==> src/rtl/qte_pkg.sv <==
// Shared widths, constants and helper functions for the quaternion to Euler angle pipeline.
// No dependencies; every rtl module imports this package.
`default_nettype none
package qte_pkg;

	// CORDIC vector width and angle width (radians in units of 2^-24)
	localparam int CW = 36;
	localparam int ZW = 29;
	// Divider operand width and quotient bits
	localparam int NW = 33;
	localparam int QB = 31;
	// Square root radicand width and root bits
	localparam int RW = 62;
	localparam int CB = 31;
	// Arctangent table length and scaling product width
	localparam int ATAN_LEN = 24;
	localparam int PW = 51;

	localparam logic signed [ZW-1:0] PI_Q24 = 29'sd52707179;
	localparam logic signed [22:0] DEG_MUL = 23'sd1877468;
	localparam logic signed [PW-1:0] DEG_RND = PW'(64'sd2147483648);
	localparam logic signed [PW-1:0] RAD_RND = PW'(1024);
	localparam logic signed [PW-1:0] SAT_MAX = PW'(32767);
	localparam logic signed [PW-1:0] SAT_MIN = PW'(-32768);
	localparam logic [QB-1:0] ONE_Q30 = {1'b1, {(QB-1){1'b0}}};
	localparam logic [RW-1:0] ONE_Q60 = RW'(1) << (2 * (CB - 1));

	// Side data that rides along the divider
	typedef struct packed {
		logic                 nz;
		logic                 neg;
		logic signed [CW-1:0] yaw_y;
		logic signed [CW-1:0] yaw_x;
		logic signed [CW-1:0] roll_y;
		logic signed [CW-1:0] roll_x;
	} div_tag_t;

	// Side data that rides along the square root
	typedef struct packed {
		logic                 nz;
		logic signed [CW-1:0] s;
		logic signed [CW-1:0] yaw_y;
		logic signed [CW-1:0] yaw_x;
		logic signed [CW-1:0] roll_y;
		logic signed [CW-1:0] roll_x;
	} sqr_tag_t;

	// round(atan(2^-i) * 2^24)
	function automatic logic signed [ZW-1:0] atan_q24(input int idx);
		logic signed [ZW-1:0] a;
		case (idx)
			0:  a = 29'sd13176795;
			1:  a = 29'sd7778716;
			2:  a = 29'sd4110060;
			3:  a = 29'sd2086331;
			4:  a = 29'sd1047214;
			5:  a = 29'sd524117;
			6:  a = 29'sd262123;
			7:  a = 29'sd131069;
			8:  a = 29'sd65536;
			9:  a = 29'sd32768;
			10: a = 29'sd16384;
			11: a = 29'sd8192;
			12: a = 29'sd4096;
			13: a = 29'sd2048;
			14: a = 29'sd1024;
			15: a = 29'sd512;
			16: a = 29'sd256;
			17: a = 29'sd128;
			18: a = 29'sd64;
			19: a = 29'sd32;
			20: a = 29'sd16;
			21: a = 29'sd8;
			22: a = 29'sd4;
			23: a = 29'sd2;
			default: a = '0;
		endcase
		return a;
	endfunction

	// Clamp to the 16-bit signed range
	function automatic logic signed [15:0] sat16(input logic signed [PW-1:0] v);
		logic signed [15:0] r;
		if (v > SAT_MAX) begin
			r = 16'sh7FFF;
		end else if (v < SAT_MIN) begin
			r = 16'sh8000;
		end else begin
			r = v[15:0];
		end
		return r;
	endfunction

	// Scale an angle to radians Q2.13 or 1/128 degree units
	function automatic logic signed [15:0] scale_angle(input logic signed [ZW-1:0] z,
		input logic signed [PW-1:0] p, input logic deg);
		logic signed [PW-1:0] v;
		if (deg) begin
			v = (p + DEG_RND) >>> 32;
		end else begin
			v = (PW'(z) + RAD_RND) >>> 11;
		end
		return sat16(v);
	endfunction

endpackage
`default_nettype wire

==> src/rtl/qte_div.sv <==
// Pipelined restoring divider: one quotient bit per stage, quotient = num * 2^30 / norm.
// Depends on qte_pkg for operand widths.
`default_nettype none
module qte_div #(
	parameter int TW = 1
) (
	input  wire logic                    clk,
	input  wire logic                    arst_n,
	input  wire logic                    en,
	input  wire logic                    in_v,
	input  wire logic [qte_pkg::NW-1:0]  num_abs,
	input  wire logic [qte_pkg::NW-1:0]  norm,
	input  wire logic [TW-1:0]           in_tag,
	output logic                         out_v,
	output logic [qte_pkg::QB-1:0]       quo,
	output logic [TW-1:0]                out_tag
);
	import qte_pkg::*;

	logic [NW-1:0] rem_s  [0:QB-1];
	logic [NW-1:0] den_s  [0:QB-1];
	logic [QB-1:0] quo_s  [0:QB-1];
	logic [TW-1:0] tag_s  [0:QB-1];
	logic          v_s    [0:QB-1];

	for (genvar k = 0; k < QB; k++) begin : g_stage
		logic [NW:0]   trial;
		logic [NW:0]   diff;
		logic [NW-1:0] den_i;
		logic [QB-1:0] quo_i;
		logic [TW-1:0] tag_i;
		logic          v_i;
		logic          ge;

		// Pick this stage's source: the inputs or the previous stage
		if (k == 0) begin : g_first
			assign trial = {1'b0, num_abs};
			assign den_i = norm;
			assign quo_i = '0;
			assign tag_i = in_tag;
			assign v_i   = in_v;
		end else begin : g_next
			assign trial = {rem_s[k-1], 1'b0};
			assign den_i = den_s[k-1];
			assign quo_i = quo_s[k-1];
			assign tag_i = tag_s[k-1];
			assign v_i   = v_s[k-1];
		end

		// Trial subtract decides one quotient bit
		assign diff = trial - {1'b0, den_i};
		assign ge   = (trial >= {1'b0, den_i});

		always_ff @(posedge clk or negedge arst_n) begin
			if (!arst_n) begin
				v_s[k] <= 1'b0;
			end else if (en) begin
				v_s[k] <= v_i;
			end
		end

		always_ff @(posedge clk) begin
			if (en) begin
				rem_s[k] <= ge ? diff[NW-1:0] : trial[NW-1:0];
				den_s[k] <= den_i;
				quo_s[k] <= {quo_i[QB-2:0], ge};
				tag_s[k] <= tag_i;
			end
		end
	end

	assign out_v   = v_s[QB-1];
	assign quo     = quo_s[QB-1];
	assign out_tag = tag_s[QB-1];

endmodule
`default_nettype wire

==> config.mk <==
export PLATFORM = sky130hd
export DESIGN_NAME = qte_div
export DESIGN_NICKNAME = d
export VERILOG_FILES = /design/src/rtl/qte_pkg.sv /design/src/rtl/qte_div.sv
export SDC_FILE = /design/constraint.sdc
export NUM_CORES = 2
export LEC_CHECK = 0
export ABC_CLOCK_PERIOD_IN_PS = 4200
export BUFFER_PORTS_ARGS = -buffer_cell sky130_fd_sc_hd__buf_2
export CORE_AREA = 2 2 509 511
export CTS_CLUSTER_SIZE = 30
export DETAILED_ROUTE_END_ITERATION = 7
export DIE_AREA = 0 0 511 513
export GPL_ROUTABILITY_DRIVEN = 0
export PLACE_DENSITY = 0.72
export SLEW_MARGIN = 20
export SYNTH_ARGS = -nofsm -noshare
export SYNTH_HDL_FRONTEND = slang
export SYNTH_SLANG_ARGS = --single-unit
==> constraint.sdc <==
create_clock -name clk -period 4.2 [get_ports clk]
set_input_delay 0.84 -clock clk [delete_from_list [all_inputs] [get_ports clk]]
set_output_delay 0.84 -clock clk [all_outputs]
set_load 0.05 [all_outputs]
==> metrics <==
post-synth net total=approximately 14000; Relative slew margins=27.7%; # DRC=0; total standard cell area after synthesis=about 140000 um^2; status=finished, final reports clean; final worst path period share=96.0%; Reg clk slew, reported paths=0.07 ns; Die Span Y=513 um; CTS Buf Count=280; sequential cell area fraction in the yosys report=53.1%; Initial Utilization=55.9%; P per Cell Area=812 nW/um^2; Achievable Freq=248 MHz; Buf/Inv on CP=0; post-layout min period=4.03 ns; remaining global-route overflow=0; kind of critical path=reg2reg; critical path's largest stage delay=0.65 ns; Avg Cell Area, Syn=11.4 um^2; max-cap viol count=0; Post-CTS Setup Bufs=0; routed length on met2=159000 um; Clock Path Buffers=4; Worst Path Required=about 4.8 ns; Final #Nets=14000; Detailed Route WL=330000 um; fraction of layout cells with a size suffix above 1=10.1%; commonest cells after routing, fill and taps aside=2507 x edfxtp_1, 1286 x inv_1, 1022 x ha_1, 949 x a21oi_1, 907 x nand2_1; total number of vias=between 90000 and 100k; DRT antenna net count=0; root buffer cell=clkbuf_16; setup violators final=0; element type at the critical path start=flop; CP endpoint kind=flop; CTS H-tree lvls=5; worst vdd ir=0.787 mV; Hold WS=0.152 ns; Pins Over Slew Limit=0; Leak=0.0651 uW; die area=roughly 260000 um^2; worst hold path class=in2reg; Routed WL per cell=20.1 um; Main synth FF type=edfxtp_1; initial DRC count=~9400; Die Width=511 um; count of distinct cell types in the synthesized netlist=97; Area Growth Syn to Fin=10.1%; vias per cell=6.02; Post-Route Utilization=roughly three fifths; Slowest cell on crit path=o41ai_1; Async SR Flop Fraction=1.22%; port bufs=103; CTS sink cnt=~2500; metal3 WL=20300 um; Yosys reg bits=2538; CP top delay family=compound AO/OA/AOI/OAI gates; Fin. Hold Viols=0; CTS tree=yes; Skew-Pair Late Insertion Delay=0.87 ns; global-route usage over all layers=24.6%; initial antenna violation count=10; first-pass GRT wire length=~520000 um; commonest non-fill, non-tap cell in the layout=edfxtp_1; largest net degree at the start of global routing=between 100 and 150; count of flip-flops with a built-in enable after synthesis=between 2000 and 3000; WP data arrival=4.63 ns; critical-path cell list=ha_1 > nor2b_1 > o21a_1 > o21ai_1 > a211oi_1 > nor4_1 > nor4b_1 > o41ai_1 > a2111oi_0 > or3_1 > a31o_2; Yosys warning count=0; vias in the first global route=97200; RSZ-0062 raised after global routing=false; Core Region=256000 um^2; WL met1=134000 um; Final HPWL DP=249000 um; worst slew pin tran=1.06 ns; Site Rows=186; Mapped Cells=12600; Worst Clk Skew=~0.054 ns; top routing layer in use=met5; setup TNS=0 ns; drt first pass iters=8; num ports=104; CP Max Fanout=4
## Yosys cell counts (184+ instances only)
library cell / count / share of area, %
edfxtp_1: 2507 / 53
inv_1: 1286 / 3.4
ha_1: 1022 / 8.9
a21oi_1: 950 / 3.3
nand2_1: 907 / 2.4
o21ai_0: 797 / 2.8
nor2_1: 608 / 1.6
a21o_1: 544 / 2.8
xnor2_1: 491 / 3.0
mux2_2: 449 / 3.5
xor2_1: 363 / 2.2
clkbuf_1: 232 / 0.61
nand4_1: 184 / 0.80
## final cells by class
type                    count  area (um^2)
flip-flops and latches   2538        76100
diodes                      4         10.0
clock buffers             343         7400
fillers                 19600        98500
inverters                1288         4830
multi-input cells        8441        61300
well taps                3384         4230
repair buffers            283         2430
clock inverters           151         1510
## logic make-up after synthesis
family          share of synthesized area (%)
simple gates                             8.76
xor+xnor                                 5.22
mux                                      4.52
fa+ha+maj                                9.34
buf+inv                                  4.32
compound gates                           14.8
flops                                    53.1
## flip-flops by register name (all words and copies together) (netlist names)
signal,flops
rem_s,990
den_s,990
quo_s,496
g_stage.v_i,30
tag_s,31
out_v,1
## worst reg2reg max path, stage by stage, from the launching register on
cell	delay [ns]
edfxtp_1	0.43
ha_1	0.33
nor2b_1	0.13
o21a_1	0.18
o21ai_1	0.25
a211oi_1	0.21
nor4_1	0.62
nor4b_1	0.15
o41ai_1	0.65
a2111oi_0	0.24
or3_1	0.34
a31o_2	0.25
## stage by stage
stage	power, uW	instances	worst slack [ns]	instance area, um^2
after floorplan	86800	12600	0.504	143000
after global routing	136000	16400	0.0267	158000
after global placement	101000	15900	0.140	149000
final	128000	16400	0.167	158000
after CTS	128000	16400	0.226	158000
after detailed placement	103000	15900	0.158	149000
## path summary, 6_finish.rpt
kind / slack, ns / cells after the start / endpoint / from
max in group asynchronous: 3.22 / 2 / g_stage[16].v_i / arst_n
hold reg to reg: 0.40 / 0 / quo_s[5][5] / quo_s[4][35]
setup / recovery: 0.17 / 11 / rem_s[16][29] / rem_s[15][0]
setup reg to reg: 0.17 / 11 / rem_s[16][29] / rem_s[15][0]
hold / removal: 0.15 / 1 / tag_s[0] / in_tag
min in group asynchronous: 0.54 / 2 / g_stage[4].v_i / arst_n
## power breakdown
| part | switching [uW] | internal [uW] |
|---|---|---|
| combinational | 34000 | 27500 |
| sequential | 4700 | 38000 |
| clock | 9890 | 14100 |
## layer usage
metal / vias to the layer above / global-route usage, %
li1: 46800 / -
met1: 47200 / 31.0
met2: 3832 / 42.1
met3: 1063 / 3.48
met4: 8 / 11.3
met5: - / 0
## timing repair
item,4_1_cts,5_1_grt
endpoints found under the hold margin,31,0
hold buffers,1,0
resized for setup,0,4
endpoints found under the setup margin,0,37
No activity file was read; power rests on OpenSTA's default activity.
