`src/rtl/qte_pkg.sv`:
```
// Shared widths, constants and helper functions for the quaternion to Euler angle pipeline.
// No dependencies; every rtl module imports this package.
`default_nettype none
package qte_pkg;

	// CORDIC vector width and angle width (radians in units of 2^-24)
	localparam int CW = 36;
	localparam int ZW = 29;
	// Divider operand width and quotient bits
	localparam int NW = 33;
	localparam int QB = 31;
	// Square root radicand width and root bits
	localparam int RW = 62;
	localparam int CB = 31;
	// Arctangent table length and scaling product width
	localparam int ATAN_LEN = 24;
	localparam int PW = 51;

	localparam logic signed [ZW-1:0] PI_Q24 = 29'sd52707179;
	localparam logic signed [22:0] DEG_MUL = 23'sd1877468;
	localparam logic signed [PW-1:0] DEG_RND = PW'(64'sd2147483648);
	localparam logic signed [PW-1:0] RAD_RND = PW'(1024);
	localparam logic signed [PW-1:0] SAT_MAX = PW'(32767);
	localparam logic signed [PW-1:0] SAT_MIN = PW'(-32768);
	localparam logic [QB-1:0] ONE_Q30 = {1'b1, {(QB-1){1'b0}}};
	localparam logic [RW-1:0] ONE_Q60 = RW'(1) << (2 * (CB - 1));

	// Side data that rides along the divider
	typedef struct packed {
		logic                 nz;
		logic                 neg;
		logic signed [CW-1:0] yaw_y;
		logic signed [CW-1:0] yaw_x;
		logic signed [CW-1:0] roll_y;
		logic signed [CW-1:0] roll_x;
	} div_tag_t;

	// Side data that rides along the square root
	typedef struct packed {
		logic                 nz;
		logic signed [CW-1:0] s;
		logic signed [CW-1:0] yaw_y;
		logic signed [CW-1:0] yaw_x;
		logic signed [CW-1:0] roll_y;
		logic signed [CW-1:0] roll_x;
	} sqr_tag_t;

	// round(atan(2^-i) * 2^24)
	function automatic logic signed [ZW-1:0] atan_q24(input int idx);
		logic signed [ZW-1:0] a;
		case (idx)
			0:  a = 29'sd13176795;
			1:  a = 29'sd7778716;
			2:  a = 29'sd4110060;
			3:  a = 29'sd2086331;
			4:  a = 29'sd1047214;
			5:  a = 29'sd524117;
			6:  a = 29'sd262123;
			7:  a = 29'sd131069;
			8:  a = 29'sd65536;
			9:  a = 29'sd32768;
			10: a = 29'sd16384;
			11: a = 29'sd8192;
			12: a = 29'sd4096;
			13: a = 29'sd2048;
			14: a = 29'sd1024;
			15: a = 29'sd512;
			16: a = 29'sd256;
			17: a = 29'sd128;
			18: a = 29'sd64;
			19: a = 29'sd32;
			20: a = 29'sd16;
			21: a = 29'sd8;
			22: a = 29'sd4;
			23: a = 29'sd2;
			default: a = '0;
		endcase
		return a;
	endfunction

	// Clamp to the 16-bit signed range
	function automatic logic signed [15:0] sat16(input logic signed [PW-1:0] v);
		logic signed [15:0] r;
		if (v > SAT_MAX) begin
			r = 16'sh7FFF;
		end else if (v < SAT_MIN) begin
			r = 16'sh8000;
		end else begin
			r = v[15:0];
		end
		return r;
	endfunction

	// Scale an angle to radians Q2.13 or 1/128 degree units
	function automatic logic signed [15:0] scale_angle(input logic signed [ZW-1:0] z,
		input logic signed [PW-1:0] p, input logic deg);
		logic signed [PW-1:0] v;
		if (deg) begin
			v = (p + DEG_RND) >>> 32;
		end else begin
			v = (PW'(z) + RAD_RND) >>> 11;
		end
		return sat16(v);
	endfunction

endpackage
`default_nettype wire

```
`src/rtl/qte_isqrt.sv`:
```
// Pipelined integer square root: two radicand bits per stage, floor(sqrt(rad)).
// Depends on qte_pkg for widths.
`default_nettype none
module qte_isqrt #(
	parameter int TW = 1
) (
	input  wire logic                    clk,
	input  wire logic                    arst_n,
	input  wire logic                    en,
	input  wire logic                    in_v,
	input  wire logic [qte_pkg::RW-1:0]  rad,
	input  wire logic [TW-1:0]           in_tag,
	output logic                         out_v,
	output logic [qte_pkg::CB-1:0]       root,
	output logic [TW-1:0]                out_tag
);
	import qte_pkg::*;

	logic [RW-1:0] val_s [0:CB-1];
	logic [RW-1:0] res_s [0:CB-1];
	logic [TW-1:0] tag_s [0:CB-1];
	logic          v_s   [0:CB-1];

	for (genvar j = 0; j < CB; j++) begin : g_stage
		localparam logic [RW-1:0] BIT = RW'(1) << (2 * (CB - 1 - j));
		logic [RW-1:0] val_i;
		logic [RW-1:0] res_i;
		logic [RW-1:0] sum;
		logic [TW-1:0] tag_i;
		logic          v_i;
		logic          ge;

		if (j == 0) begin : g_first
			assign val_i = rad;
			assign res_i = '0;
			assign tag_i = in_tag;
			assign v_i   = in_v;
		end else begin : g_next
			assign val_i = val_s[j-1];
			assign res_i = res_s[j-1];
			assign tag_i = tag_s[j-1];
			assign v_i   = v_s[j-1];
		end

		assign sum = res_i + BIT;
		assign ge  = (val_i >= sum);

		always_ff @(posedge clk or negedge arst_n) begin
			if (!arst_n) begin
				v_s[j] <= 1'b0;
			end else if (en) begin
				v_s[j] <= v_i;
			end
		end

		// Subtract and set the root bit, or just shift
		always_ff @(posedge clk) begin
			if (en) begin
				val_s[j] <= ge ? (val_i - sum) : val_i;
				res_s[j] <= ge ? ((res_i >> 1) + BIT) : (res_i >> 1);
				tag_s[j] <= tag_i;
			end
		end
	end

	assign out_v   = v_s[CB-1];
	assign root    = res_s[CB-1][CB-1:0];
	assign out_tag = tag_s[CB-1];

endmodule
`default_nettype wire

```
`config.mk`:
```
export PLATFORM = sky130hd
export DESIGN_NAME = qte_isqrt
export DESIGN_NICKNAME = d
export VERILOG_FILES = /design/src/rtl/qte_pkg.sv /design/src/rtl/qte_isqrt.sv
export SDC_FILE = /design/constraint.sdc
export NUM_CORES = 2
export LEC_CHECK = 0
export BUFFER_PORTS_ARGS = -buffer_cell sky130_fd_sc_hd__clkbuf_2
export CAP_MARGIN = 5
export CORE_ASPECT_RATIO = 0.9
export CORE_UTILIZATION = 25
export CTS_CLUSTER_DIAMETER = 50
export DETAILED_ROUTE_END_ITERATION = 16
export SLEW_MARGIN = 25
export SYNTH_ARGS = -nofsm -noshare
export SYNTH_HDL_FRONTEND = slang
export SYNTH_SLANG_ARGS = --single-unit
```
`constraint.sdc`:
```
create_clock -name clk -period 4.9 [get_ports clk]
set_input_delay 0 -clock clk [delete_from_list [all_inputs] [get_ports clk]]
set_output_delay 0 -clock clk [all_outputs]
set_load 0.02 [all_outputs]
```
==> out/metrics.yaml <==
yosysMostFrequentCell: "edfxtp_1"
start_util_pct: 25.1
worstPathMaxFanout: 7
period_needed_ns: 4.81
cts_setup_buffers: 0
crit_arrival_ns: 5.44
crit_chain: "ha_1 > nand4_1 > or4_1 > nor4_1 > nor4b_1 > o31a_2 > or4_1 > a211o_1 > nor4_1 > nand2b_1 > xnor2_1"
grt_overflow: 0
status: "completed"
gp_routability_congestion: 0.867
worst_pin_slew_ns: 1.10
slew_viol_final: 0
cts_root_buffer: "clkbuf_16"
ioPinCount: 100
synth_area_mm2: 0.115
first_global_vias: 70978
detail-route-antenna-nets: 0
grt_pass1_wl_um: 377000
synth_cell_types: 80
max-slew-margin-rel_pct: 26.3
power_density_mw_per_mm2: 461
timing.rr.end: "val_s[6][56]"
vias_per_cell: 4.42
setup_tns_ns: 0
cp-end-kind: "flip-flop"
grt_max_degree: 207
ys_seq_area_share_pct: 63.3
hpwl_um: 175000
crit_path_top_delay_cell: "nor4_1"
cts_buffer_depth: 4
drc: 0
rr_worst_depth: 11
routed_wl_um: 239000
cts_tree: "built"
synth_top_area_share_pct: 62.6
fin_skew_ns: 0.0861
setup_viol: 0
clock-sinks: 2418
synth_nets: 9585
vdd_drop_max_uv: 407
yosys.area.top_type: "edfxtp_1"
ys_warn_count: 0
critPathRequiredTime_ns: 5.53
die-area_mm2: 0.461
cts_buffers: 296
postSynthAreaPerCell_um2: 12.7
wl_per_cell_um: 15.2
drive_above_1_share_pct: 8.78
synth_common_cells: "edfxtp_1, inv_1, nor2_1"
yosys_register_bits: 2418
grt_antenna_before_repair: 2
synth_area_leaders: "edfxtp_1, ha_1, xnor2_1"
holdPathStages: 2
worst-setup-path-type: "reg -> reg"
hold_path.class: "in -> reg"
rr_startpoint: "val_s[5][218]"
rsz0062_at_grt: "false"
syn_to_final_growth_pct: 17.2
r2r_slack_ns: 0.09
placedCellCount: 15066
worstSkewPairLatency_ns: 0.96
synth_ff_type: "edfxtp_1"
h-tree-depth: 5
synth-edff-count: 2387
multi_input_area_mm2: 0.0391
coreArea_mm2: 0.456
dr.pass1.iters: 6
rows: 235
first_iter_violations: 4022
finalHoldViolCount: 0
port_buffers: 99
fillers: 45890
ctsResizeCount: 0
slowest_delay_ns: 0.94
p_leak_nw: 49.2
fin_nets: 10051
syn_inst: 8993
max_freq_ghz: 0.208
ys_async_sr_fraction_pct: 1.28
regArea_mm2: 0.0725
die_w_um: 715
min_to: "tag_s[9]"
grt_usage_pct: 10.0
final_cells: 15741
startpoint_type: "flip-flop"
min_from: "en"
cap_violations: 0
path_clk_slew_ns: 0.05
vias: 69529
post-route-period-util_pct: 98.1
chipHeight_um: 644
==> cell families after synthesis <==
logic type                 Yosys count  share of synthesized area [%]
muxes                              126                           1.23
adders and majority gates          525                           5.74
and+or+nand+nor                   2620                           11.8
xor gates and xnor gates           826                           6.32
AOI/OAI and AO/OA                 1653                           8.89
DFF                               2418                           63.3
buffers and inverters              825                           2.72
==> flip-flops by register name (all words and copies together) (netlist names) <==
name         cells
out_v            1
g_stage.v_i     30
tag_s           31
val_s         1860
res_s          496
==> metal layers <==
layer | vias to the layer above | track usage (%) | part of all wire, %
met5 | - | 0 | 0
met4 | 0 | 5.12 | 5.2
met3 | 544 | 1.65 | 3.6
met2 | 1231 | 19.4 | 52
met1 | 33106 | 10.3 | 39
li1 | 34648 | - | -
==> how the worst max path moves through the flow <==
| stage | from | to | slack (ns) | depth (start not counted) |
|---|---|---|---|---|
| after floorplan | val_s[5][21] | val_s[5][109] | 1.26 | 12 |
| after global routing | val_s[5][219] | val_s[6][60] | 0.07 | 11 |
| final | val_s[5][218] | val_s[6][56] | 0.09 | 11 |
| after CTS | val_s[5][218] | val_s[6][60] | 0.13 | 11 |
| after detailed placement | val_s[5][218] | val_s[6][60] | 0.10 | 11 |
| after global placement | val_s[5][218] | val_s[6][60] | 0.15 | 11 |
==> what timing repair did <==
| item | in CTS | in global routing |
|---|---|---|
| hold endpoints to repair | 767 | 0 |
| setup endpoints to repair | 0 | 0 |
| hold buffers | 136 | 0 |
==> cell usage in the layout, fill, tap and decap left out, types with 31 or more instances in the layout <==
| cell | count |
|---|---|
| a211oi_1 | 42 |
| a21o_1 | 207 |
| a21oi_1 | 554 |
| a31oi_1 | 42 |
| and2_1 | 40 |
| and3_1 | 36 |
| buf_4 | 103 |
| clkbuf_1 | 49 |
| clkbuf_16 | 305 |
| clkbuf_2 | 98 |
| clkinv_1 | 52 |
| clkinv_2 | 37 |
| dfrtp_1 | 31 |
| dlygate4sd3_1 | 135 |
| edfxtp_1 | 2387 |
| ha_1 | 525 |
| inv_1 | 641 |
| mux2_2 | 118 |
| nand2_1 | 560 |
| nand2b_1 | 116 |
| nand3_1 | 155 |
| nand3b_1 | 36 |
| nand4_1 | 152 |
| nor2_1 | 570 |
| nor2b_1 | 76 |
| nor3_1 | 234 |
| nor4_1 | 320 |
| nor4b_1 | 43 |
| o21a_1 | 103 |
| o21ai_0 | 408 |
| o21bai_1 | 36 |
| o31ai_1 | 46 |
| or2_2 | 41 |
| or3_1 | 72 |
| or4_1 | 61 |
| xnor2_1 | 433 |
| xor2_1 | 393 |
==> through the flow <==
stage | setup WS (ns) | hold slack [ns] | power (mW) | area (um^2) | util [%]
2_1_floorplan | 1.26 | -0.296 | 36.7 | 115000 | -
3_3_place_gp | 0.150 | 0.0915 | 40.3 | 123000 | 27.0
3_5_place_dp | 0.104 | 0.105 | 40.4 | 123000 | 27.0
4_1_cts | 0.129 | 0.00240 | 62.5 | 134000 | 29.4
5_1_grt | 0.0652 | 0.0439 | 64.9 | 134000 | 29.5
6_report | 0.0917 | 0.109 | 61.8 | 134000 | 29.5
==> critical path: cells and delay by family, from the launching register on <==
kind,cells,cell delay (ns)
compound gates,2,0.52
xor+xnor,1,0.16
fa+ha+maj,1,0.44
flops,1,0.41
simple gates,7,3.05
==> cell type report <==
class	instances	area share, %
Antenna cell	3	0.00559
Clock buffer	357	5.85
Clock inverter	177	1.45
Inverter	642	1.80
Multi-Input combinational cell	5750	29.1
Sequential cell	2418	54.0
Tap cell	6043	5.63
Timing Repair Buffer	351	2.18
==> power breakdown <==
part	switching (mW)	internal [mW]	leakage [nW]
Clock	8.66	13.0	4.74
Sequential	1.89	26.3	23.4
Combinational	6.88	5.13	21.1
Power figures use the tool's default switching activity.
