File: config.mk
export PLATFORM = sky130hd
export DESIGN_NAME = qte_cordic
export DESIGN_NICKNAME = d
export VERILOG_FILES = /design/src/rtl/qte_pkg.sv /design/src/rtl/qte_cordic.sv
export SDC_FILE = /design/constraint.sdc
export NUM_CORES = 2
export LEC_CHECK = 0
export BUFFER_PORTS_ARGS = -buffer_cell sky130_fd_sc_hd__buf_2
export CORE_MARGIN = 2
export CORE_UTILIZATION = 32
export DETAILED_ROUTE_END_ITERATION = 7
export PLACE_DENSITY = 0.52
export SLEW_MARGIN = 40
export SYNTH_ARGS = -nofsm -noshare
export SYNTH_HDL_FRONTEND = slang
export SYNTH_SLANG_ARGS = --single-unit
File: constraint.sdc
create_clock -name clk -period 5.14 [get_ports clk]
set_input_delay 0.514 -clock clk [delete_from_list [all_inputs] [get_ports clk]]
set_output_delay 0.514 -clock clk [all_outputs]
set_load 0.02 [all_outputs]
File: src/rtl/qte_pkg.sv
// Shared widths, constants and helper functions for the quaternion to Euler angle pipeline.
// No dependencies; every rtl module imports this package.
`default_nettype none
package qte_pkg;

	// CORDIC vector width and angle width (radians in units of 2^-24)
	localparam int CW = 36;
	localparam int ZW = 29;
	// Divider operand width and quotient bits
	localparam int NW = 33;
	localparam int QB = 31;
	// Square root radicand width and root bits
	localparam int RW = 62;
	localparam int CB = 31;
	// Arctangent table length and scaling product width
	localparam int ATAN_LEN = 24;
	localparam int PW = 51;

	localparam logic signed [ZW-1:0] PI_Q24 = 29'sd52707179;
	localparam logic signed [22:0] DEG_MUL = 23'sd1877468;
	localparam logic signed [PW-1:0] DEG_RND = PW'(64'sd2147483648);
	localparam logic signed [PW-1:0] RAD_RND = PW'(1024);
	localparam logic signed [PW-1:0] SAT_MAX = PW'(32767);
	localparam logic signed [PW-1:0] SAT_MIN = PW'(-32768);
	localparam logic [QB-1:0] ONE_Q30 = {1'b1, {(QB-1){1'b0}}};
	localparam logic [RW-1:0] ONE_Q60 = RW'(1) << (2 * (CB - 1));

	// Side data that rides along the divider
	typedef struct packed {
		logic                 nz;
		logic                 neg;
		logic signed [CW-1:0] yaw_y;
		logic signed [CW-1:0] yaw_x;
		logic signed [CW-1:0] roll_y;
		logic signed [CW-1:0] roll_x;
	} div_tag_t;

	// Side data that rides along the square root
	typedef struct packed {
		logic                 nz;
		logic signed [CW-1:0] s;
		logic signed [CW-1:0] yaw_y;
		logic signed [CW-1:0] yaw_x;
		logic signed [CW-1:0] roll_y;
		logic signed [CW-1:0] roll_x;
	} sqr_tag_t;

	// round(atan(2^-i) * 2^24)
	function automatic logic signed [ZW-1:0] atan_q24(input int idx);
		logic signed [ZW-1:0] a;
		case (idx)
			0:  a = 29'sd13176795;
			1:  a = 29'sd7778716;
			2:  a = 29'sd4110060;
			3:  a = 29'sd2086331;
			4:  a = 29'sd1047214;
			5:  a = 29'sd524117;
			6:  a = 29'sd262123;
			7:  a = 29'sd131069;
			8:  a = 29'sd65536;
			9:  a = 29'sd32768;
			10: a = 29'sd16384;
			11: a = 29'sd8192;
			12: a = 29'sd4096;
			13: a = 29'sd2048;
			14: a = 29'sd1024;
			15: a = 29'sd512;
			16: a = 29'sd256;
			17: a = 29'sd128;
			18: a = 29'sd64;
			19: a = 29'sd32;
			20: a = 29'sd16;
			21: a = 29'sd8;
			22: a = 29'sd4;
			23: a = 29'sd2;
			default: a = '0;
		endcase
		return a;
	endfunction

	// Clamp to the 16-bit signed range
	function automatic logic signed [15:0] sat16(input logic signed [PW-1:0] v);
		logic signed [15:0] r;
		if (v > SAT_MAX) begin
			r = 16'sh7FFF;
		end else if (v < SAT_MIN) begin
			r = 16'sh8000;
		end else begin
			r = v[15:0];
		end
		return r;
	endfunction

	// Scale an angle to radians Q2.13 or 1/128 degree units
	function automatic logic signed [15:0] scale_angle(input logic signed [ZW-1:0] z,
		input logic signed [PW-1:0] p, input logic deg);
		logic signed [PW-1:0] v;
		if (deg) begin
			v = (p + DEG_RND) >>> 32;
		end else begin
			v = (PW'(z) + RAD_RND) >>> 11;
		end
		return sat16(v);
	endfunction

endpackage
`default_nettype wire

File: src/rtl/qte_cordic.sv
// Pipelined vectoring CORDIC: atan2(y, x) in radians, units of 2^-24, one step per stage.
// Depends on qte_pkg for widths and the arctangent table.
`default_nettype none
module qte_cordic #(
	parameter int STEPS = 16,
	parameter int TW    = 1
) (
	input  wire logic                           clk,
	input  wire logic                           arst_n,
	input  wire logic                           en,
	input  wire logic                           in_v,
	input  wire logic signed [qte_pkg::CW-1:0]  x_in,
	input  wire logic signed [qte_pkg::CW-1:0]  y_in,
	input  wire logic [TW-1:0]                  in_tag,
	output logic                                out_v,
	output logic signed [qte_pkg::ZW-1:0]       z_out,
	output logic [TW-1:0]                       out_tag
);
	import qte_pkg::*;

	localparam int NS = (STEPS > ATAN_LEN) ? ATAN_LEN : STEPS;

	logic signed [CW-1:0] x_p, y_p;
	logic signed [ZW-1:0] z_p;
	logic                 zero_p, v_p;
	logic [TW-1:0]        tag_p;

	logic signed [CW-1:0] x_s    [0:NS-1];
	logic signed [CW-1:0] y_s    [0:NS-1];
	logic signed [ZW-1:0] z_s    [0:NS-1];
	logic                 zero_s [0:NS-1];
	logic [TW-1:0]        tag_s  [0:NS-1];
	logic                 v_s    [0:NS-1];

	// Fold the left half plane over by pi
	always_ff @(posedge clk or negedge arst_n) begin
		if (!arst_n) begin
			v_p <= 1'b0;
		end else if (en) begin
			v_p <= in_v;
		end
	end

	always_ff @(posedge clk) begin
		if (en) begin
			zero_p <= (x_in == '0) && (y_in == '0);
			tag_p  <= in_tag;
			if (x_in < 0) begin
				x_p <= -x_in;
				y_p <= -y_in;
				z_p <= (y_in >= 0) ? PI_Q24 : -PI_Q24;
			end else begin
				x_p <= x_in;
				y_p <= y_in;
				z_p <= '0;
			end
		end
	end

	for (genvar i = 0; i < NS; i++) begin : g_step
		logic signed [CW-1:0] x_i, y_i;
		logic signed [ZW-1:0] z_i;
		logic                 zero_i, v_i;
		logic [TW-1:0]        tag_i;

		if (i == 0) begin : g_first
			assign x_i    = x_p;
			assign y_i    = y_p;
			assign z_i    = z_p;
			assign zero_i = zero_p;
			assign tag_i  = tag_p;
			assign v_i    = v_p;
		end else begin : g_next
			assign x_i    = x_s[i-1];
			assign y_i    = y_s[i-1];
			assign z_i    = z_s[i-1];
			assign zero_i = zero_s[i-1];
			assign tag_i  = tag_s[i-1];
			assign v_i    = v_s[i-1];
		end

		always_ff @(posedge clk or negedge arst_n) begin
			if (!arst_n) begin
				v_s[i] <= 1'b0;
			end else if (en) begin
				v_s[i] <= v_i;
			end
		end

		// Rotate toward the x axis and accumulate the angle
		always_ff @(posedge clk) begin
			if (en) begin
				zero_s[i] <= zero_i;
				tag_s[i]  <= tag_i;
				if (y_i >= 0) begin
					x_s[i] <= x_i + (y_i >>> i);
					y_s[i] <= y_i - (x_i >>> i);
					z_s[i] <= z_i + atan_q24(i);
				end else begin
					x_s[i] <= x_i - (y_i >>> i);
					y_s[i] <= y_i + (x_i >>> i);
					z_s[i] <= z_i - atan_q24(i);
				end
			end
		end
	end

	assign out_v   = v_s[NS-1];
	assign z_out   = zero_s[NS-1] ? '0 : z_s[NS-1];
	assign out_tag = tag_s[NS-1];

endmodule
`default_nettype wire

==> results.md <==
- Die Ht: 641 um
- Crit-path max FO: 17
- Critical Setup Path Class: in2reg
- Buffers and inverters on the worst path: 5
- Hold_ws: 114 ps
- Met3 wire len: 10800 um
- Clock-pin transition on the worst setup and hold timing paths: 60 ps
- Mapped cell area: 130000 um^2
- Final Cycle Share: 0.959
- Clock skew: 154 ps
- Post-synth top area cell: edfxtp_1
- Vias/cell: 5.14
- Met2 WL post-DR: 185000 um
- Sequential share of the synthesized area: 0.366
- Post-DP HPWL: 298000 um
- FF+latch count, synth: 1584
- Fmax: 203 MHz
- Minimum clock period: 4930 ps
- Rows: 233
- Max-slew violations: 0
- Die width: 641 um
- Post-Route WL: 371000 um
- Top FF cell, synth: edfxtp_1
- Slew HR: 0.407
- Worst Tran Pin Value: 889 ps
- Asr flop ratio synth: 0.0107
- First-pass iteration count of the detailed router: 6
- Clock Tree Buf Depth: 4
- Synthesized area per cell: 9.63 um^2
- Ys Warns: 0
- Vias in the first global route: 99200
- Buffers added on ports: 107
- Clock Tree Root: clkbuf_16
- Net Count, Synth: 15000
- Gate Count Post-Synth: 13500
- Final hold viol count: 0
- Total die area: 411000 um^2
- Met1 Wirelength: 162000 um
- Hold Path Class: in2reg
- Crit. End Element: flop
- Final setup fails: 0
- Vias: 102000
- Worst path cell trace: dlygate4sd3_1 -> buf_12 -> buf_4 -> nand2_1 -> clkinvlp_4 -> nor2_1 -> xor2_1 -> ha_1 -> a21o_1 -> a21oi_1 -> o21ai_0 -> a2111oi_0 -> buf_4 -> nor3_1 -> o21ai_0 -> a21oi_1 -> nor4_1 -> o31ai_1 -> a31oi_1 -> xnor2_1
- Slowest CP cell: dlygate4sd3_1
- Outcome: completed
- Clock sinks: 1584
- Startpoint types: primary input
- Synth top area share: 0.363
- GRT overflow: 0
- Worst skew pair latency: 960 ps
- Count of cell types in the netlist: 84
- Number of remaining DRC errors: 0
- Starting DRT DRC Count: 6369
- Top sig layer: met4
- Placer Congestion: 0.915
- Critical Path AT: 5580 ps
- Area delta synth->final: 15.2%
- GRT Overall Usage: 0.175
- First-pass GRT wire length: 574000 um
- Post-synth EDFFs: 1567
- CP max stage delay: 580 ps
- Core area: 403000 um^2
- Largest net degree at the start of global routing: 137
- CTS Buf Count: 198
- Maxcap violations: 0
- Initial antenna violation count: 7
- Family with the most delay on the worst path: compound AO/OA/AOI/OAI gates
- H-tree Lvls: 4
- CTS tree: done
- Share of cells above drive strength 1: 0.0906
- Data required, critical path: 5790 ps
- Starting Density: 0.322
- DR WL/cell: 18.6 um
- Post-route ant nets: 0
- # nets final: 15800
- Synth top area cells: edfxtp_1 36%, ha_1 13%, xnor2_1 8.7%, a21oi_1 4.9%, xor2_1 4.4%
- Top-Level Pins: 108
-- cell type report --
type,count,area (um^2)
Inverter,551,2070
Clock inverter,132,1460
Clock buffer,230,5120
Antenna cell,6,15.0
Fill cell,40600,254000
Tap cell,5405,6760
Timing Repair Buffer,904,7010
Multi-Input combinational cell,11100,79500
Sequential cell,1584,47500
-- tightest hold or removal path, cell delays in order --
cell and delay [ps]:
buf_2 140, inv_1 70, o21ai_0 100
-- cell usage after synthesis (89+ instances only) --
cell         n
nand2b_1   251
nor3_1     276
o31ai_1    198
o41ai_1     89
a21o_1     649
nand2_1    797
a21oi_1   1280
nand3_1    209
ha_1      1388
o21a_1     155
o21bai_1   182
and3_1     123
or3_1      109
xnor2_1   1286
o21ai_0    863
xor2_1     649
nor2b_1    216
a31oi_1    105
nor2_1    1050
inv_1      543
edfxtp_1  1567
clkbuf_1   245
-- cells in the final DEF, fill, tap and decap left out, types with 649 or more instances in the layout --
| cell type | synthesis | layout |
|---|---|---|
| buf_4 | 0 | 689 |
| nand2_1 | 797 | 787 |
| a21o_1 | 649 | 649 |
| nor2_1 | 1050 | 1047 |
| a21oi_1 | 1280 | 1276 |
| edfxtp_1 | 1567 | 1567 |
| o21ai_0 | 863 | 854 |
| xnor2_1 | 1286 | 1286 |
| ha_1 | 1388 | 1384 |
| xor2_1 | 649 | 649 |
-- per-stage QoR --
step	area, um^2	setup WS [ps]	TNS [ps]	std cells	util
5_1_grt	149000	-19.3	-23.1	19900	0.371
2_1_floorplan	130000	5.91	0	13500	-
6_report	149000	212	0	19900	0.371
3_3_place_gp	142000	-126	-387	19400	0.351
4_1_cts	149000	6.96	0	19900	0.370
3_5_place_dp	142000	-96.4	-136	19400	0.351
-- state kept, by name, indices dropped and copies added, names as in the netlist --
name / cells
out_v: 1
g_step.z_i: 3
g_step.y_i: 36
y_s: 504
x_s: 490
g_step.v_i: 16
g_step.tag_i: 1
z_s: 464
g_step.x_i: 36
tag_s: 16
g_step.zero_i: 1
zero_s: 16
-- worst paths after layout --
path,startpoint,endpoint,slack (ps),cells after the start
setup / recovery,en,y_s[1][178],210,20
hold / removal,y_in[1],g_step[0].y_i[1],110,3
setup reg to reg,y_s[1][83],x_s[1][140],220,21
hold reg to reg,z_s[1][0],z_s[1][29],410,0
max in group asynchronous,arst_n,g_step[7].v_i,4700,3
min in group asynchronous,arst_n,out_v,170,3
-- timing repair --
item	4_1_cts	5_1_grt
gates resized for setup	6	69
endpoints found under the setup margin	5	62
hold buffers	82	0
setup buffers	0	6
pin swaps	0	17
endpoints found under the hold margin	93	0
-- layer usage --
metal | GRT usage | vias up
met1 | 0.217 | 48200
met4 | 0.0577 | 0
met3 | 0.0153 | 500
met5 | 0 | -
li1 | - | 51800
met2 | 0.317 | 1612
-- cells by family (layout without fill, tap and decap cells) --
| group | after synthesis | in the layout | share of synthesized area |
|---|---|---|---|
| buffers and inverters | 823 | 1817 | 0.0238 |
| xor gates and xnor gates | 1935 | 1935 | 0.131 |
| muxes | 72 | 72 | 0.00583 |
| DFF | 1584 | 1584 | 0.366 |
| and+or+nand+nor | 3509 | 3509 | 0.132 |
| AOI/OAI and AO/OA | 4126 | 4126 | 0.202 |
| adders and majority gates | 1432 | 1432 | 0.141 |
| other | 0 | 6 | 0 |
Power is left out: the tool's default activity adds up to more than one toggle a clock period on the data nets, which glitch-free logic cannot reach.
